## src/design/ccrt_pkg.sv

```systemverilog
// ----------------------------------------------------------------------------
// ccrt_pkg
// Types, codes and helpers shared by the CAN command retry table.
// ----------------------------------------------------------------------------
package ccrt_pkg;

  // operation codes
  localparam logic [1:0] OP_SEND  = 2'd0;
  localparam logic [1:0] OP_REPLY = 2'd1;
  localparam logic [1:0] OP_RETRY = 2'd2;

  // result kinds
  localparam logic KIND_FRAME = 1'b0;
  localparam logic KIND_ACK   = 1'b1;

  // register index of timeout_ticks
  localparam logic REG_TIMEOUT = 1'b0;

  localparam logic [31:0] TIMEOUT_RESET = 32'd1000;
  localparam int          CNT_W         = 4;
  localparam logic [CNT_W-1:0] MAX_RESULTS = 4'd8;
  localparam logic [3:0]  MAX_LEN       = 4'd8;

  typedef struct packed {
    logic [1:0]  operation;
    logic [10:0] command_id;
    logic [10:0] expected_reply_id;
    logic [63:0] payload;
    logic [3:0]  payload_length;
    logic [31:0] current_time;
  } cmd_item_t;

  typedef struct packed {
    logic        result_kind;
    logic [10:0] frame_id;
    logic [63:0] frame_payload;
    logic [3:0]  frame_length;
    logic        hit_flag;
    logic        last_result;
  } res_item_t;

  typedef struct packed {
    logic [10:0] command_id;
    logic [10:0] resp_id;
    logic [63:0] payload;
    logic [3:0]  length;
    logic [31:0] sent_time;
  } slot_entry_t;

  // write request towards the slot memory
  typedef struct packed {
    logic        we_entry;
    logic        we_time;
    slot_entry_t data;
  } slot_wr_t;

  typedef enum logic [1:0] {
    ST_IDLE,
    ST_FETCH,
    ST_CHECK,
    ST_FLUSH
  } state_t;

  function automatic logic [3:0] sat_len(input logic [3:0] len);
    return (len > MAX_LEN) ? MAX_LEN : len;
  endfunction

  // zero the bytes at and above len (len already saturated)
  function automatic logic [63:0] keep_bytes(input logic [63:0] data, input logic [3:0] len);
    logic [63:0] res;
    res = data;
    for (int b = 0; b < 8; b++) begin
      if (4'(b) >= len) res[8*b +: 8] = 8'h00;
    end
    return res;
  endfunction

endpackage

```

## src/design/ccrt_slot_ram.sv

```systemverilog
// ----------------------------------------------------------------------------
// ccrt_slot_ram
// Slot storage: one write port, one registered read port.
// ----------------------------------------------------------------------------
module ccrt_slot_ram #(
  parameter int DEPTH = 8,
  parameter int IDX_W = 3
) (
  input  logic                  clk,
  input  ccrt_pkg::slot_wr_t    wr,
  input  logic [IDX_W-1:0]      waddr,
  input  logic [IDX_W-1:0]      raddr,
  output ccrt_pkg::slot_entry_t rdata
);
  import ccrt_pkg::*;

  logic [10:0] cmd_mem  [DEPTH];
  logic [10:0] rep_mem  [DEPTH];
  logic [63:0] data_mem [DEPTH];
  logic [3:0]  len_mem  [DEPTH];
  logic [31:0] time_mem [DEPTH];

  always_ff @(posedge clk) begin
    if (wr.we_entry) begin
      cmd_mem[waddr]  <= wr.data.command_id;
      rep_mem[waddr]  <= wr.data.resp_id;
      data_mem[waddr] <= wr.data.payload;
      len_mem[waddr]  <= wr.data.length;
    end
    if (wr.we_entry || wr.we_time) time_mem[waddr] <= wr.data.sent_time;
  end

  always_ff @(posedge clk) begin
    rdata.command_id <= cmd_mem[raddr];
    rdata.resp_id    <= rep_mem[raddr];
    rdata.payload    <= data_mem[raddr];
    rdata.length     <= len_mem[raddr];
    rdata.sent_time  <= time_mem[raddr];
  end

endmodule

```

## src/design/ccrt_ctrl.sv

```systemverilog
// ----------------------------------------------------------------------------
// ccrt_ctrl
// Slot sequencer: walks the slots one at a time for send, reply and retry,
// holds the latest result until it is known whether it is the last one.
// ----------------------------------------------------------------------------
module ccrt_ctrl #(
  parameter int SLOT_COUNT = 8,
  parameter int IDX_W      = 3
) (
  input  logic                  clk,
  input  logic                  rst,
  input  logic                  cmd_valid,
  output logic                  cmd_stall,
  input  ccrt_pkg::cmd_item_t   cmd_item,
  output logic                  res_valid,
  input  logic                  res_stall,
  output ccrt_pkg::res_item_t   res_item,
  input  logic [31:0]           timeout_ticks,
  output ccrt_pkg::slot_wr_t    wr,
  output logic [IDX_W-1:0]      idx,
  input  ccrt_pkg::slot_entry_t rd
);
  import ccrt_pkg::*;

  state_t          state, state_next;
  cmd_item_t       cur;
  logic [SLOT_COUNT-1:0] active;
  res_item_t       held;
  res_item_t       flush_item;
  logic            held_valid;
  logic [CNT_W-1:0] count;

  logic        accept, op_known, last_slot, out_free, slot_act;
  logic        due, match, take, can_go, push;
  logic [31:0] age;
  logic [3:0]  in_len;

  assign in_len   = sat_len(cmd_item.payload_length);
  assign accept   = cmd_valid && !cmd_stall;
  assign op_known = (cmd_item.operation == OP_SEND) || (cmd_item.operation == OP_REPLY) ||
                    (cmd_item.operation == OP_RETRY);
  assign last_slot = (idx == IDX_W'(SLOT_COUNT - 1));
  assign out_free  = !res_valid || !res_stall;
  assign slot_act  = active[idx];

  // shared compare unit, one slot per visit
  assign age   = cur.current_time - rd.sent_time;
  assign due   = (age >= timeout_ticks);
  assign match = (rd.resp_id == cur.expected_reply_id);

  // action decode for the slot under inspection
  always_comb begin
    take   = 1'b0;
    can_go = 1'b1;
    unique case (cur.operation)
      OP_SEND:  take = !slot_act;
      OP_REPLY: take = slot_act && match;
      OP_RETRY: begin
        take   = slot_act && due && (count < MAX_RESULTS);
        // a second due entry must wait until the held one can move out
        can_go = !(take && held_valid && !out_free);
      end
      default:  take = 1'b0;
    endcase
  end

  // result register loads either an earlier retry frame or the final result
  assign push = ((state == ST_CHECK) && (cur.operation == OP_RETRY) && take && can_go &&
                 held_valid) || ((state == ST_FLUSH) && out_free);

  always_comb begin
    flush_item             = held;
    flush_item.last_result = 1'b1;
  end

  always_comb begin
    wr.we_entry        = (state == ST_CHECK) && (cur.operation == OP_SEND) && take;
    wr.we_time         = (state == ST_CHECK) && (cur.operation == OP_RETRY) && take && can_go;
    wr.data.command_id = cur.command_id;
    wr.data.resp_id    = cur.expected_reply_id;
    wr.data.payload    = cur.payload;
    wr.data.length     = cur.payload_length;
    wr.data.sent_time  = cur.current_time;
    cmd_stall          = rst || (state != ST_IDLE);
  end

  always_comb begin
    state_next = state;
    unique case (state)
      ST_IDLE:  if (accept && op_known) state_next = ST_FETCH;
      ST_FETCH: state_next = ST_CHECK;
      ST_CHECK: begin
        if (cur.operation == OP_RETRY) begin
          if (can_go) begin
            if (!last_slot) state_next = ST_FETCH;
            else if (held_valid || take) state_next = ST_FLUSH;
            else state_next = ST_IDLE;
          end
        end else if (take || last_slot) begin
          state_next = ST_FLUSH;
        end else begin
          state_next = ST_FETCH;
        end
      end
      ST_FLUSH: if (out_free) state_next = ST_IDLE;
      default:  state_next = ST_IDLE;
    endcase
  end

  always_ff @(posedge clk) begin
    if (rst) begin
      state      <= ST_IDLE;
      active     <= '0;
      held_valid <= 1'b0;
      res_valid  <= 1'b0;
      count      <= '0;
      idx        <= '0;
    end else begin
      state <= state_next;
      if (push) res_valid <= 1'b1;
      else if (res_valid && !res_stall) res_valid <= 1'b0;

      if (accept) begin
        cur.operation         <= cmd_item.operation;
        cur.command_id        <= cmd_item.command_id;
        cur.expected_reply_id <= cmd_item.expected_reply_id;
        cur.payload           <= keep_bytes(cmd_item.payload, in_len);
        cur.payload_length    <= in_len;
        cur.current_time      <= cmd_item.current_time;
        idx        <= '0;
        count      <= '0;
        held_valid <= 1'b0;
      end

      if (state == ST_CHECK) begin
        if (cur.operation == OP_SEND && (take || last_slot)) begin
          if (take) active[idx] <= 1'b1;
          held.result_kind   <= KIND_FRAME;
          held.frame_id      <= cur.command_id;
          held.frame_payload <= cur.payload;
          held.frame_length  <= cur.payload_length;
          held.hit_flag      <= take;
          held.last_result   <= 1'b0;
          held_valid         <= 1'b1;
        end else if (cur.operation == OP_REPLY && (take || last_slot)) begin
          if (take) active[idx] <= 1'b0;
          held.result_kind   <= KIND_ACK;
          held.frame_id      <= '0;
          held.frame_payload <= '0;
          held.frame_length  <= '0;
          held.hit_flag      <= take;
          held.last_result   <= 1'b0;
          held_valid         <= 1'b1;
        end else if (cur.operation == OP_RETRY && take && can_go) begin
          if (held_valid) res_item <= held;
          held.result_kind   <= KIND_FRAME;
          held.frame_id      <= rd.command_id;
          held.frame_payload <= rd.payload;
          held.frame_length  <= rd.length;
          held.hit_flag      <= 1'b0;
          held.last_result   <= 1'b0;
          held_valid         <= 1'b1;
          count              <= count + 1'b1;
        end
        if (state_next == ST_FETCH) idx <= idx + 1'b1;
      end

      if (state == ST_FLUSH && out_free) begin
        res_item   <= flush_item;
        held_valid <= 1'b0;
      end
    end
  end

endmodule

```

## src/design/can_command_retry_table.sv

```systemverilog
// ----------------------------------------------------------------------------
// can_command_retry_table
// Pending-command table for standard-ID CAN commands with timed retransmit.
// ----------------------------------------------------------------------------
// One transaction at a time: the slots are visited in order, each in a fetch
// state (memory read) and then a check state (one compare in the shared unit).
// A send stops at the first free slot; a reply stops at the first match; a
// retry scan always visits every slot and can be held while the result side
// stalls. An unknown operation is dropped without leaving the idle state.
// timeout_ticks lies at byte address 0 of the register port and resets to 1000.
module can_command_retry_table #(
  parameter int SLOT_COUNT = 8
) (
  input  logic                clk,
  input  logic                rst,
  input  logic                cmd_valid,
  output logic                cmd_stall,
  input  ccrt_pkg::cmd_item_t cmd_item,
  output logic                res_valid,
  input  logic                res_stall,
  output ccrt_pkg::res_item_t res_item,
  input  logic                psel,
  input  logic                penable,
  input  logic                pwrite,
  input  logic [2:0]          paddr,
  input  logic [31:0]         pwdata,
  output logic [31:0]         prdata,
  output logic                pready
);
  import ccrt_pkg::*;

  localparam int IDX_W = (SLOT_COUNT > 1) ? $clog2(SLOT_COUNT) : 1;

  logic [31:0]      timeout_ticks;
  slot_wr_t         wr;
  slot_entry_t      rd;
  logic [IDX_W-1:0] idx;

  assign pready = 1'b1;
  assign prdata = (paddr[2] == REG_TIMEOUT) ? timeout_ticks : 32'd0;

  always_ff @(posedge clk) begin
    if (rst) begin
      timeout_ticks <= TIMEOUT_RESET;
    end else if (psel && penable && pwrite && pready && paddr[2] == REG_TIMEOUT) begin
      timeout_ticks <= pwdata;
    end
  end

  ccrt_ctrl #(
    .SLOT_COUNT(SLOT_COUNT),
    .IDX_W     (IDX_W)
  ) u_ctrl (
    .clk          (clk),
    .rst          (rst),
    .cmd_valid    (cmd_valid),
    .cmd_stall    (cmd_stall),
    .cmd_item     (cmd_item),
    .res_valid    (res_valid),
    .res_stall    (res_stall),
    .res_item     (res_item),
    .timeout_ticks(timeout_ticks),
    .wr           (wr),
    .idx          (idx),
    .rd           (rd)
  );

  ccrt_slot_ram #(
    .DEPTH(SLOT_COUNT),
    .IDX_W(IDX_W)
  ) u_ram (
    .clk  (clk),
    .wr   (wr),
    .waddr(idx),
    .raddr(idx),
    .rdata(rd)
  );

`ifndef ASSERT_OFF
  // an unknown operation is dropped without occupying the sequencer
  a_unknown_op_dropped: assert property (@(posedge clk) disable iff (rst)
    cmd_valid && !cmd_stall && !(cmd_item.operation == OP_SEND ||
    cmd_item.operation == OP_REPLY || cmd_item.operation == OP_RETRY) |=> !cmd_stall)
    else $error("unknown operation held the sequencer");

  // a send always occupies the sequencer for its slot walk
  a_send_busy: assert property (@(posedge clk) disable iff (rst)
    cmd_valid && !cmd_stall && cmd_item.operation == OP_SEND |=> cmd_stall)
    else $error("send transaction did not start a slot walk");

  // a reply acknowledgement is the last result of its transaction and carries an empty frame
  a_ack_last: assert property (@(posedge clk) disable iff (rst)
    res_valid && res_item.result_kind == KIND_ACK |-> res_item.last_result &&
    res_item.frame_id == 11'd0 && res_item.frame_length == 4'd0)
    else $error("reply acknowledgement malformed");
`endif

endmodule
```

## config.mk

```make
export PLATFORM = sky130hd
export DESIGN_NAME = can_command_retry_table
export DESIGN_NICKNAME = d
export VERILOG_FILES = /design/src/design/ccrt_pkg.sv /design/src/design/ccrt_slot_ram.sv /design/src/design/ccrt_ctrl.sv /design/src/design/can_command_retry_table.sv
export SDC_FILE = /design/constraint.sdc
export NUM_CORES = 1
export LEC_CHECK = 0
export BUFFER_PORTS_ARGS = -buffer_cell sky130_fd_sc_hd__buf_4
export CORE_MARGIN = 2
export CORE_UTILIZATION = 30
export CTS_CLUSTER_DIAMETER = 150
export DETAILED_ROUTE_END_ITERATION = 16
export PLACE_DENSITY = 0.47
export SLEW_MARGIN = 20
export SYNTH_ARGS = -nofsm -noshare
export SYNTH_HDL_FRONTEND = slang
export SYNTH_SLANG_ARGS = --single-unit
```

## constraint.sdc

```tcl
create_clock -name clk -period 8.6 [get_ports clk]
set_clock_uncertainty 0.05 [all_clocks]
set_input_delay 2.15 -clock clk [delete_from_list [all_inputs] [get_ports clk]]
set_output_delay 2.15 -clock clk [all_outputs]
set_load 0.05 [all_outputs]
```

==> results.yml, run 1 <==
outcome:
  status: "complete, no violations"
timing:
  fin_crit_sh_pct: 83.4
  setup_viol: 0
  slew_viol_final: 0
  worst_slew_pin_slew_ns: 0.995
  final_hold_viol_count: 0
  rsz0062_at_grt: "no"
  max-slew-margin-rel_pct: 33.6
  max_freq_mhz: 139
  final.setup.tns_ns: 0
  fin_crit_ns: 7.17
detailed_routing:
  dr.first_iter.drc_count: 2266
  antenna_left: 0
  routed_wirelength_mm: 138
  vias_per_cell: 4.81
  vias: 28500
  drt_first_pass_iters: 7
  drcViolationCount: 0
  wire_per_inst_um: 23.3
critical_path:
  worstPathMaxFanout: 35
  crit_path_cell_trace: "inv_1 > ha_1 > inv_1 > fa_1 > a211oi_1 > o21ai_0 > nand3_1 > a21oi_1 > o31ai_1 > a21oi_1 > mux2i_1 > o2111ai_1 > ha_1 > nand4_1 > nor4_1 > o2111ai_1 > a211oi_4 > o31ai_2 > nor3_1 > and2_4 > buf_4"
  end_kind: "flip-flop"
  cp_slowest_stage_delay_ns: 0.82
  crit_arrival_ns: 7.59
  path_buf_inv: 3
  crit_required_ns: 9.02
  start_kind: "flip-flop"
  cp_slowest_cell: "and2_4"
  path_delay_family: "simple AND/OR/NAND/NOR gates"
  worstSetupPathType: "flip-flop to flip-flop"
clock_tree:
  clk_path_buf_depth: 3
  root_buffer: "clkbuf_16"
  post_cts_resized: 0
  clk_pin_slew_ns: 0.06
  hold_buffers: 0
  clock_sinks: 1436
  htree_levels: 4
  post-cts-setup-buffers: 0
  cts_made_buffers: 155
  clkLatencyLatePin_ns: 0.80
  cts_tree: "done"
logic_synthesis:
  avgSynthCellArea_um2: 16.4
  yosys.area.top_type_share_pct: 73.3
  syn_inst: 3147
  ys.flop_type: "edfxtp_1"
  yosysMostFrequentCell: "edfxtp_1"
  synth_cell_types: 61
  synth_edf_count: 1263
  synth_area_leader_cell: "edfxtp_1"
  synth_area_leaders: "edfxtp_1, a22oi_1, dfxtp_1, nand2_1, nand4_1"
  async_flop_share_pct: 0
  synth-seq-cells: 1436
  synth_area_mm2: 0.0518
  synth_fp_nets: 3380
  yosys_warnings: 0
  ys_seq_area_share_pct: 80.0
  synth_top_cells_by_count: "edfxtp_1, a22oi_1, nand2_1"
power:
  fin_total_pwr_uw: 14600
  power.leakage_uw: 0.0204
  power_density_mw_per_mm2: 236
  irDropWorstVdd_uv: 154
floorplan:
  die_y_um: 419
  rows: 152
  ios: 283
  core_area_mm2: 0.172
  start_util_pct: 30.2
  dieArea_mm2: 0.176
  die-width_um: 419
place:
  placed_area_mm2: 0.0570
  globalplace.congestion: 0.763
  hpwl_mm: 73.2
  portBuffers: 279
  dp_cells: 5632
global_route:
  grt_pass1_wl_mm: 199
  grt_pass1_vias: 29100
  grt_max_degree: 160
  overflow: 0
  grtUsageTotal_pct: 15.5
  antenna_found_initial: 9
layout:
  area_delta_synth_final_pct: 19.9
  layout.nets: 3712
  final_cell_area_mm2: 0.0621
  drive_above_1_share_pct: 17.0
  fillers: 16300
  fin_cells: 5924
flow_run:
  maxCapViolations: 0
worst_hold_path:
  hp-class: "flip-flop to flip-flop"
## layer usage
metal  GRT usage, %  up-vias  share of wire [%]
met5              0        -                  0
met4           4.87        0                2.5
met3           2.19      190                3.4
met2           26.6      560                 51
met1           20.1    14700                 43
li1               -    13100                  -
## final cells by class
class	count	area, µm²	share of cell area [%]
multi-input cells	1464	9570	15.4
clock inverters	82	886	1.43
inverters	82	319	0.514
well taps	2310	2890	4.66
flip-flops and latches	1436	41400	66.7
clock buffers	208	4220	6.79
diodes	2	5.00	0.00806
repair buffers	340	2810	4.52
## worst paths after layout
check | cells after the start | to | slack, ns | start
worst max-delay path | 21 | u_ram.cmd_mem[2][6] | 1.43 | u_ctrl.wr[0]
worst min-delay path | 0 | u_ctrl.res_item[81] | 0.37 | u_ctrl.flush_item[81]
worst max register to register | 21 | u_ram.cmd_mem[2][6] | 1.43 | u_ctrl.wr[0]
worst min register to register | 0 | u_ctrl.res_item[81] | 0.37 | u_ctrl.flush_item[81]
## logic make-up (layout without fill, tap and decap cells)
logic type | count (synthesis) | count (layout) | share of synthesized area [%]
DFF | 1436 | 1436 | 80.0
AOI/OAI and AO/OA | 745 | 745 | 10.0
and+or+nand+nor | 606 | 606 | 5.75
buffers and inverters | 247 | 712 | 1.81
adders and majority gates | 67 | 67 | 1.63
xor gates and xnor gates | 37 | 37 | 0.626
muxes | 8 | 8 | 0.181
other | 1 | 3 | 0.00725
## through the flow
stage	hold slack, ns	util [%]	worst slack, ns
2_1_floorplan	0.350	-	0.271
3_3_place_gp	0.351	33.2	1.31
3_5_place_dp	0.355	33.2	1.39
4_1_cts	0.367	36.2	1.36
5_1_grt	0.372	36.2	0.646
6_report	0.365	36.2	1.43
## power by group
part	internal, µW	total (µW)	switching [µW]
Combinational	154	386	232
Clock	3720	6560	2850
Sequential	7620	7700	77.7
## layout by cell type, fill, tap and decap left out, types with 9 or more instances in the layout
master | synthesis | layout
clkinvlp_4 | 0 | 11
nor2_1 | 77 | 74
clkinv_1 | 0 | 21
dfxtp_1 | 173 | 173
clkinv_16 | 0 | 9
xor2_1 | 12 | 12
nand2_1 | 250 | 250
nor3_1 | 12 | 9
o21ai_0 | 108 | 108
a21oi_1 | 79 | 78
clkbuf_16 | 0 | 155
buf_4 | 2 | 319
clkinv_2 | 0 | 25
nor2b_1 | 57 | 56
nand4_1 | 133 | 133
buf_12 | 0 | 20
edfxtp_1 | 1263 | 1263
ha_1 | 66 | 66
nand3_1 | 12 | 12
clkbuf_1 | 158 | 39
clkbuf_8 | 0 | 14
a211oi_1 | 11 | 11
xnor2_1 | 25 | 25
and2_1 | 24 | 17
inv_1 | 81 | 78
a22oi_1 | 489 | 489
## state kept, by name, summed over array words and instances, names as in the netlist, named ones only
| register | cells |
|---|---|
| u_ctrl.held_valid | 1 |
| u_ram.data_mem | 512 |
| u_ram.rep_mem | 88 |
| u_ctrl.res_valid | 1 |
| u_ctrl.count | 4 |
| u_ctrl.wr | 122 |
| u_ctrl.res_item | 82 |
| u_ctrl.cur | 2 |
| u_ram.len_mem | 32 |
| u_ctrl.state | 2 |
| timeout_ticks | 32 |
| u_ctrl.flush_item | 81 |
| u_ram.rdata | 122 |
| u_ctrl.idx | 3 |
| u_ram.time_mem | 256 |
| u_ram.cmd_mem | 88 |
Note: power is estimated with default switching activity, not from simulation.
==> run 2, diff against run 1 <==
Settings changed: ABC_AREA set to 1.
Clock period 8.6 ns to 5.8 ns, I/O delays scaled along.
==> run 2 against run 1 <==
Clock-buffer cell count stayed put. Non-clock buffer count is 48 higher. Largest cell class unchanged. Clock power is 51% higher.
==> results.yml, run 2 <==
global_route:
  grt_max_degree: 121
  grtUsageTotal_pct: 15.5
  grt_pass1_wl_mm: 204
  grt_pass1_vias: 30200
  overflow: 0
  antenna_found_initial: 9
critical_path:
  crit_required_ns: 6.18
  r2r_end: "u_ram.time_mem[4][20]"
  worstPathMaxFanout: 32
  crit_start: "u_ctrl.wr[1]"
  worstSetupPathType: "flip-flop to flip-flop"
  start_kind: "flip-flop"
  end_kind: "flip-flop"
  r2r_start: "u_ctrl.wr[1]"
  ff2ff_path_depth: 26
  crit_arrival_ns: 5.73
  r2r_setup_slack_ns: 0.46
  critPathCapture: "u_ram.time_mem[4][20]"
timing:
  final_hold_viol_count: 0
  setup_viol: 0
  max_freq_mhz: 187
  slew_viol_final: 0
  max-slew-margin-rel_pct: 22.7
  worst_hold_slack_ns: 0.327
  worst_slew_pin_slew_ns: 1.16
  final.setup.tns_ns: 0
  fin_crit_ns: 5.34
  rsz0062_at_grt: "no"
  fin_crit_sh_pct: 92.1
power:
  fin_total_pwr_uw: 22500
  power.leakage_uw: 0.0221
  power_density_mw_per_mm2: 353
  irDropWorstVdd_uv: 275
detailed_routing:
  wire_per_inst_um: 22.5
  vias: 29700
  antenna_left: 0
  drt_first_pass_iters: 6
  dr.first_iter.drc_count: 1983
  vias_per_cell: 4.73
  drcViolationCount: 0
  routed_wirelength_mm: 141
floorplan:
  die-width_um: 422
  ios: 283
  core_area_mm2: 0.173
  rows: 153
  start_util_pct: 30.2
  dieArea_mm2: 0.178
  die_y_um: 422
logic_synthesis:
  synth_area_leaders: "edfxtp_1, dfxtp_1, nand2_1, inv_1, a221oi_1"
  avgSynthCellArea_um2: 15.3
  ys_seq_area_share_pct: 79.1
  syn_inst: 3411
  yosysMostFrequentCell: "edfxtp_1"
  synth-seq-cells: 1436
  synth_edf_count: 1263
  synth_area_mm2: 0.0523
  async_flop_share_pct: 0
  synth_top_cells_by_count: "edfxtp_1, nand2_1, inv_1"
  ys.flop_type: "edfxtp_1"
  yosys.area.top_type_share_pct: 72.5
  yosys_warnings: 0
  synth_cell_types: 46
  synth_fp_nets: 3644
  synth_area_leader_cell: "edfxtp_1"
layout:
  fillers: 16600
  layout.nets: 4044
  layout_commonest_cell: "edfxtp_1"
  drive_above_1_share_pct: 17.1
  area_delta_synth_final_pct: 21.6
  regArea_mm2: 0.0414
  multi_input_area_mm2: 0.00948
  largest_reg_flops: 512
  reg.largest.list: "u_ram.data_mem: 512 flops, u_ram.time_mem: 256 flops"
  regMostFlops: "u_ram.data_mem"
  layout_common_cells: "edfxtp_1, nand2_1, buf_4, inv_1, nor2_1"
clock_tree:
  clkLatencyLatePin_ns: 0.81
  clk_path_buf_depth: 3
  cts_tree: "done"
  cts_made_buffers: 156
  clock_sinks: 1436
  htree_levels: 4
  root_buffer: "clkbuf_16"
  clk_pin_slew_ns: 0.06
  hold_buffers: 0
worst_hold_path:
  hp-class: "flip-flop to flip-flop"
place:
  portBuffers: 279
  globalplace.congestion: 0.800
  hpwl_mm: 80.3
flow_run:
  maxCapViolations: 0
outcome:
  status: "complete, no violations"
run 2: power by group:
group / internal (µW) / switching (µW)
Clock: 5650 / 4250
Combinational: 396 / 666
Sequential: 11400 / 134
Total: 17400 / 5050
run 2: what timing repair did:
item | CTS | global route
pin swaps | 1 | 2
resized for setup | 0 | 12
setup endpoints to repair | 7 | 1186
buffers inserted | 1 | 7
run 2: worst max-delay path, stage by stage, from the launching register on:
cell	delay [ns]
edfxtp_1	0.51
buf_4	0.20
fa_1	0.44
a21oi_1	0.23
o21ai_1	0.19
a21oi_2	0.21
inv_1	0.09
nand2_1	0.06
nand2_1	0.08
a21oi_1	0.28
o21ai_0	0.14
xor2_1	0.17
ha_1	0.28
nand2_1	0.06
nor2_1	0.17
nand2_1	0.08
a21oi_1	0.14
nor2_1	0.07
nand2_1	0.26
nand2_2	0.16
nand2_1	0.12
nand3_1	0.11
nand2_1	0.17
clkinvlp_4	0.14
buf_12	0.17
nor2_2	0.12
buf_12	0.28
run 2: layer usage:
layer  part of all wire, %  global-route usage, %  vias up
li1                      -                      -    13700
met1                    44                   20.2    15200
met2                    49                   26.4      605
met3                   4.0                   2.50      179
met4                   2.4                   4.79        8
met5                 0.035                      0        -
run 2: area by class of cell:
| class | count | area share (%) |
|---|---|---|
| clock inverter | 82 | 1.55 |
| sequential | 1436 | 65.1 |
| tap | 2325 | 4.57 |
| timing repair buffer | 388 | 5.64 |
| multi-input combinational | 1559 | 14.9 |
| antenna | 2 | 0.00787 |
| clock buffer | 208 | 6.62 |
| inverter | 270 | 1.64 |
run 2: metrics by stage:
stage	worst slack (ns)	instances	instance area, µm²	util, %
floorplan	-0.681	3411	52300	-
global placement	0.0515	5970	58300	33.6
detailed placement	0.0356	5970	58300	33.6
CTS	0.0219	6261	63500	36.6
global route	0.0188	6269	63600	36.7
finish	0.458	6270	63600	36.7
run 2: worst min-delay path by stage:
stage | from | to | slack (ns) | cells past startpoint
global route | u_ctrl.flush_item[12] | u_ctrl.res_item[12] | 0.34 | 0
detailed placement | u_ctrl.flush_item[14] | u_ctrl.res_item[14] | 0.35 | 0
global placement | u_ctrl.flush_item[73] | u_ctrl.res_item[73] | 0.35 | 0
finish | u_ctrl.flush_item[12] | u_ctrl.res_item[12] | 0.33 | 0
floorplan | u_ctrl.flush_item[10] | u_ctrl.res_item[10] | 0.35 | 0
CTS | u_ctrl.flush_item[12] | u_ctrl.res_item[12] | 0.33 | 0
run 2: logic make-up after synthesis:
family / count (synthesis) / share of synthesized area, %
xor+xnor: 33 / 0.553
buf+inv: 416 / 3.03
fa+ha+maj: 67 / 1.62
other cells: 1 / 0.00717
flops: 1436 / 79.1
simple gates: 838 / 6.84
compound gates: 620 / 8.81
==> run 3, diff against run 2 <==
Settings changed: CORE_UTILIZATION 30 to 55, CTS_CLUSTER_SIZE set to 20, PLACE_DENSITY 0.47 to 0.72.
==> run 3 against run 2 <==
First-iteration DRC count is 57% higher. Clock-buffer cell count is 66 lower. Critical path depth is 2 lower. Power is 18% lower. Utilization is 26 points higher. Wire length is 16% lower. Sequential share of layout area is 5.0 points higher. Worst setup slack worse by 0.059 ns. Cell count is 20% lower. Hold slack better by 0.047 ns. Combinational power is 6% lower. Critical path type unchanged. Largest cell class unchanged. Highest routed layer unchanged.
==> results.yml, run 3 (synthesized netlist as in run 2, its figures left out) <==
critical_path:
  crit_arrival_ns: 5.71
  end_kind: "flip-flop"
  path_delay_family: "simple AND/OR/NAND/NOR gates"
  cp_slowest_cell: "edfxtp_1"
  cp_common_cell: "nand2_1"
  crit_path_cell_trace: "ha_1 > a21oi_1 > nand2_1 > a21oi_2 > o21ai_2 > a21oi_1 > o21ai_0 > buf_4 > nand4_1 > o2111ai_1 > xor2_1 > ha_1 > nand2_1 > nor2_1 > nand4_1 > a21oi_1 > nor2_1 > nand2_1 > nand2_1 > nand2_1 > nand3_1 > buf_4 > nor2_4 > buf_12"
  worstPathMaxFanout: 25
  r2r_setup_slack_ns: 0.40
  cp_slowest_stage_delay_ns: 0.52
  crit_required_ns: 6.11
  worstSetupPathType: "flip-flop to flip-flop"
  path_buf_inv: 3
  start_kind: "flip-flop"
layout:
  reg.largest.list: "u_ram.data_mem: 512 flops, u_ram.time_mem: 256 flops"
  area_delta_synth_final_pct: 13.0
  drive_above_1_share_pct: 13.3
  final_cell_area_mm2: 0.0591
  regMostFlops: "u_ram.data_mem"
  layout_commonest_cell: "edfxtp_1"
  layout_common_cells: "edfxtp_1, nand2_1, buf_4, inv_1, nor2_1"
  layout.nets: 3944
  largest_reg_flops: 512
  fillers: 6716
place:
  placed_area_mm2: 0.0566
  hpwl_mm: 66.4
  globalplace.congestion: 0.883
  portBuffers: 279
timing:
  max_freq_mhz: 185
  worst_slew_pin_slew_ns: 1.15
  fin_crit_sh_pct: 93.1
  fin_crit_ns: 5.40
  max-slew-margin-rel_pct: 23.2
  worst_hold_slack_ns: 0.373
  setup_viol: 0
  slew_viol_final: 0
  final_hold_viol_count: 0
global_route:
  antenna_found_initial: 4
  grtUsageTotal_pct: 23.9
  grt_pass1_wl_mm: 177
  grt_max_degree: 82
  grt_pass1_vias: 29000
  overflow: 0
power:
  power_density_mw_per_mm2: 311
  irDropWorstVdd_uv: 290
  power.leakage_uw: 0.0206
detailed_routing:
  drcViolationCount: 0
  drt_first_pass_iters: 6
  vias: 29700
  routed_wirelength_mm: 118
  antenna_left: 0
  vias_per_cell: 5.89
  wire_per_inst_um: 23.4
  dr.first_iter.drc_count: 3119
clock_tree:
  htree_levels: 3
  clk_pin_slew_ns: 0.08
  clk_path_buf_depth: 3
  hold_buffers: 0
  root_buffer: "clkbuf_16"
  cts_made_buffers: 81
  cts_tree: "done"
  clkLatencyLatePin_ns: 0.67
  clock_sinks: 1436
outcome:
  status: "complete, no violations"
floorplan:
  dieArea_mm2: 0.0976
  start_util_pct: 55.3
  die_y_um: 312
  die-width_um: 312
  ios: 283
  core_area_mm2: 0.0946
  rows: 113
worst_hold_path:
  hp-class: "flip-flop to flip-flop"
flow_run:
  maxCapViolations: 0
[run 3: cell types whose count changed in the layout (fill, tap and decap cells not counted), sizes merged]
| cell | change |
|---|---|
| clkinv | -61 |
| inv | -1 |
| buf | -25 |
| bufinv | -10 |
| clkbuf | -66 |
| clkinvlp | -4 |
[run 3: worst paths after layout]
check,startpoint,endpoint,cells after the start
worst max-delay path,u_ctrl.wr[2],u_ram.data_mem[2][57],24
worst min register to register,u_ctrl.flush_item[76],u_ctrl.res_item[76],0
worst max register to register,u_ctrl.wr[2],u_ram.data_mem[2][57],24
worst min-delay path,u_ctrl.flush_item[76],u_ctrl.res_item[76],0
[run 3: final cells by class]
| cell class | instances | area (µm²) | area share, % |
|---|---|---|---|
| Antenna cell | 2 | 5.00 | 0.00847 |
| Clock buffer | 142 | 2300 | 3.89 |
| Clock inverter | 6 | 118 | 0.199 |
| Inverter | 270 | 1040 | 1.76 |
| Multi-Input combinational cell | 1559 | 9440 | 16.0 |
| Sequential cell | 1436 | 41400 | 70.0 |
| Tap cell | 1265 | 1580 | 2.68 |
| Timing Repair Buffer | 363 | 3230 | 5.46 |
[run 3: repair_timing]
item,CTS,global route
endpoints found under the setup margin,0,1021
gates resized for setup,0,8
setup buffers,0,4
[run 3: layer usage]
layer | wire, µm | up-vias | part of all wire [%] | GRT usage [%]
met1 | 49600 | 15000 | 42 | 34.1
met4 | 2310 | 2 | 2.0 | 6.18
met2 | 57800 | 1171 | 49 | 39.4
li1 | - | 13400 | - | -
met3 | 8470 | 150 | 7.2 | 3.31
met5 | 11 | - | 0.0093 | 0
[run 3: worst reg2reg max path, stage by stage (launching register included)]
cell and delay (ns):
edfxtp_1 0.52, ha_1 0.41, a21oi_1 0.18, nand2_1 0.12
a21oi_2 0.21, o21ai_2 0.11, a21oi_1 0.25, o21ai_0 0.20
buf_4 0.19, nand4_1 0.07, o2111ai_1 0.12, xor2_1 0.18
ha_1 0.31, nand2_1 0.05, nor2_1 0.13, nand4_1 0.16
a21oi_1 0.15, nor2_1 0.06, nand2_1 0.18, nand2_1 0.21
nand2_1 0.14, nand3_1 0.11, buf_4 0.25, nor2_4 0.44
buf_12 0.29
[run 3: through the flow]
stage          worst slack (ns)  instances  TNS [ns]  total power (µW)  util [%]
6_report                  0.399       5043         0             18400      62.5
3_3_place_gp              0.276       4889         0             12700      59.9
2_1_floorplan            -0.681       3411   -525.62             12300         -
5_1_grt                 -0.0188       5043    -0.309             19000      62.5
4_1_cts                   0.184       5037         0             18500      62.4
3_5_place_dp              0.190       4889         0             12700      59.9
[run 3: power by group]
group          internal, µW  switching [µW]  total (µW)  leakage (µW)
Combinational           391             611        1000       0.00660
Clock                  2740            3180        5920       0.00114
Sequential            11300             139       11500        0.0129
Total                 14500            3930       18400        0.0206
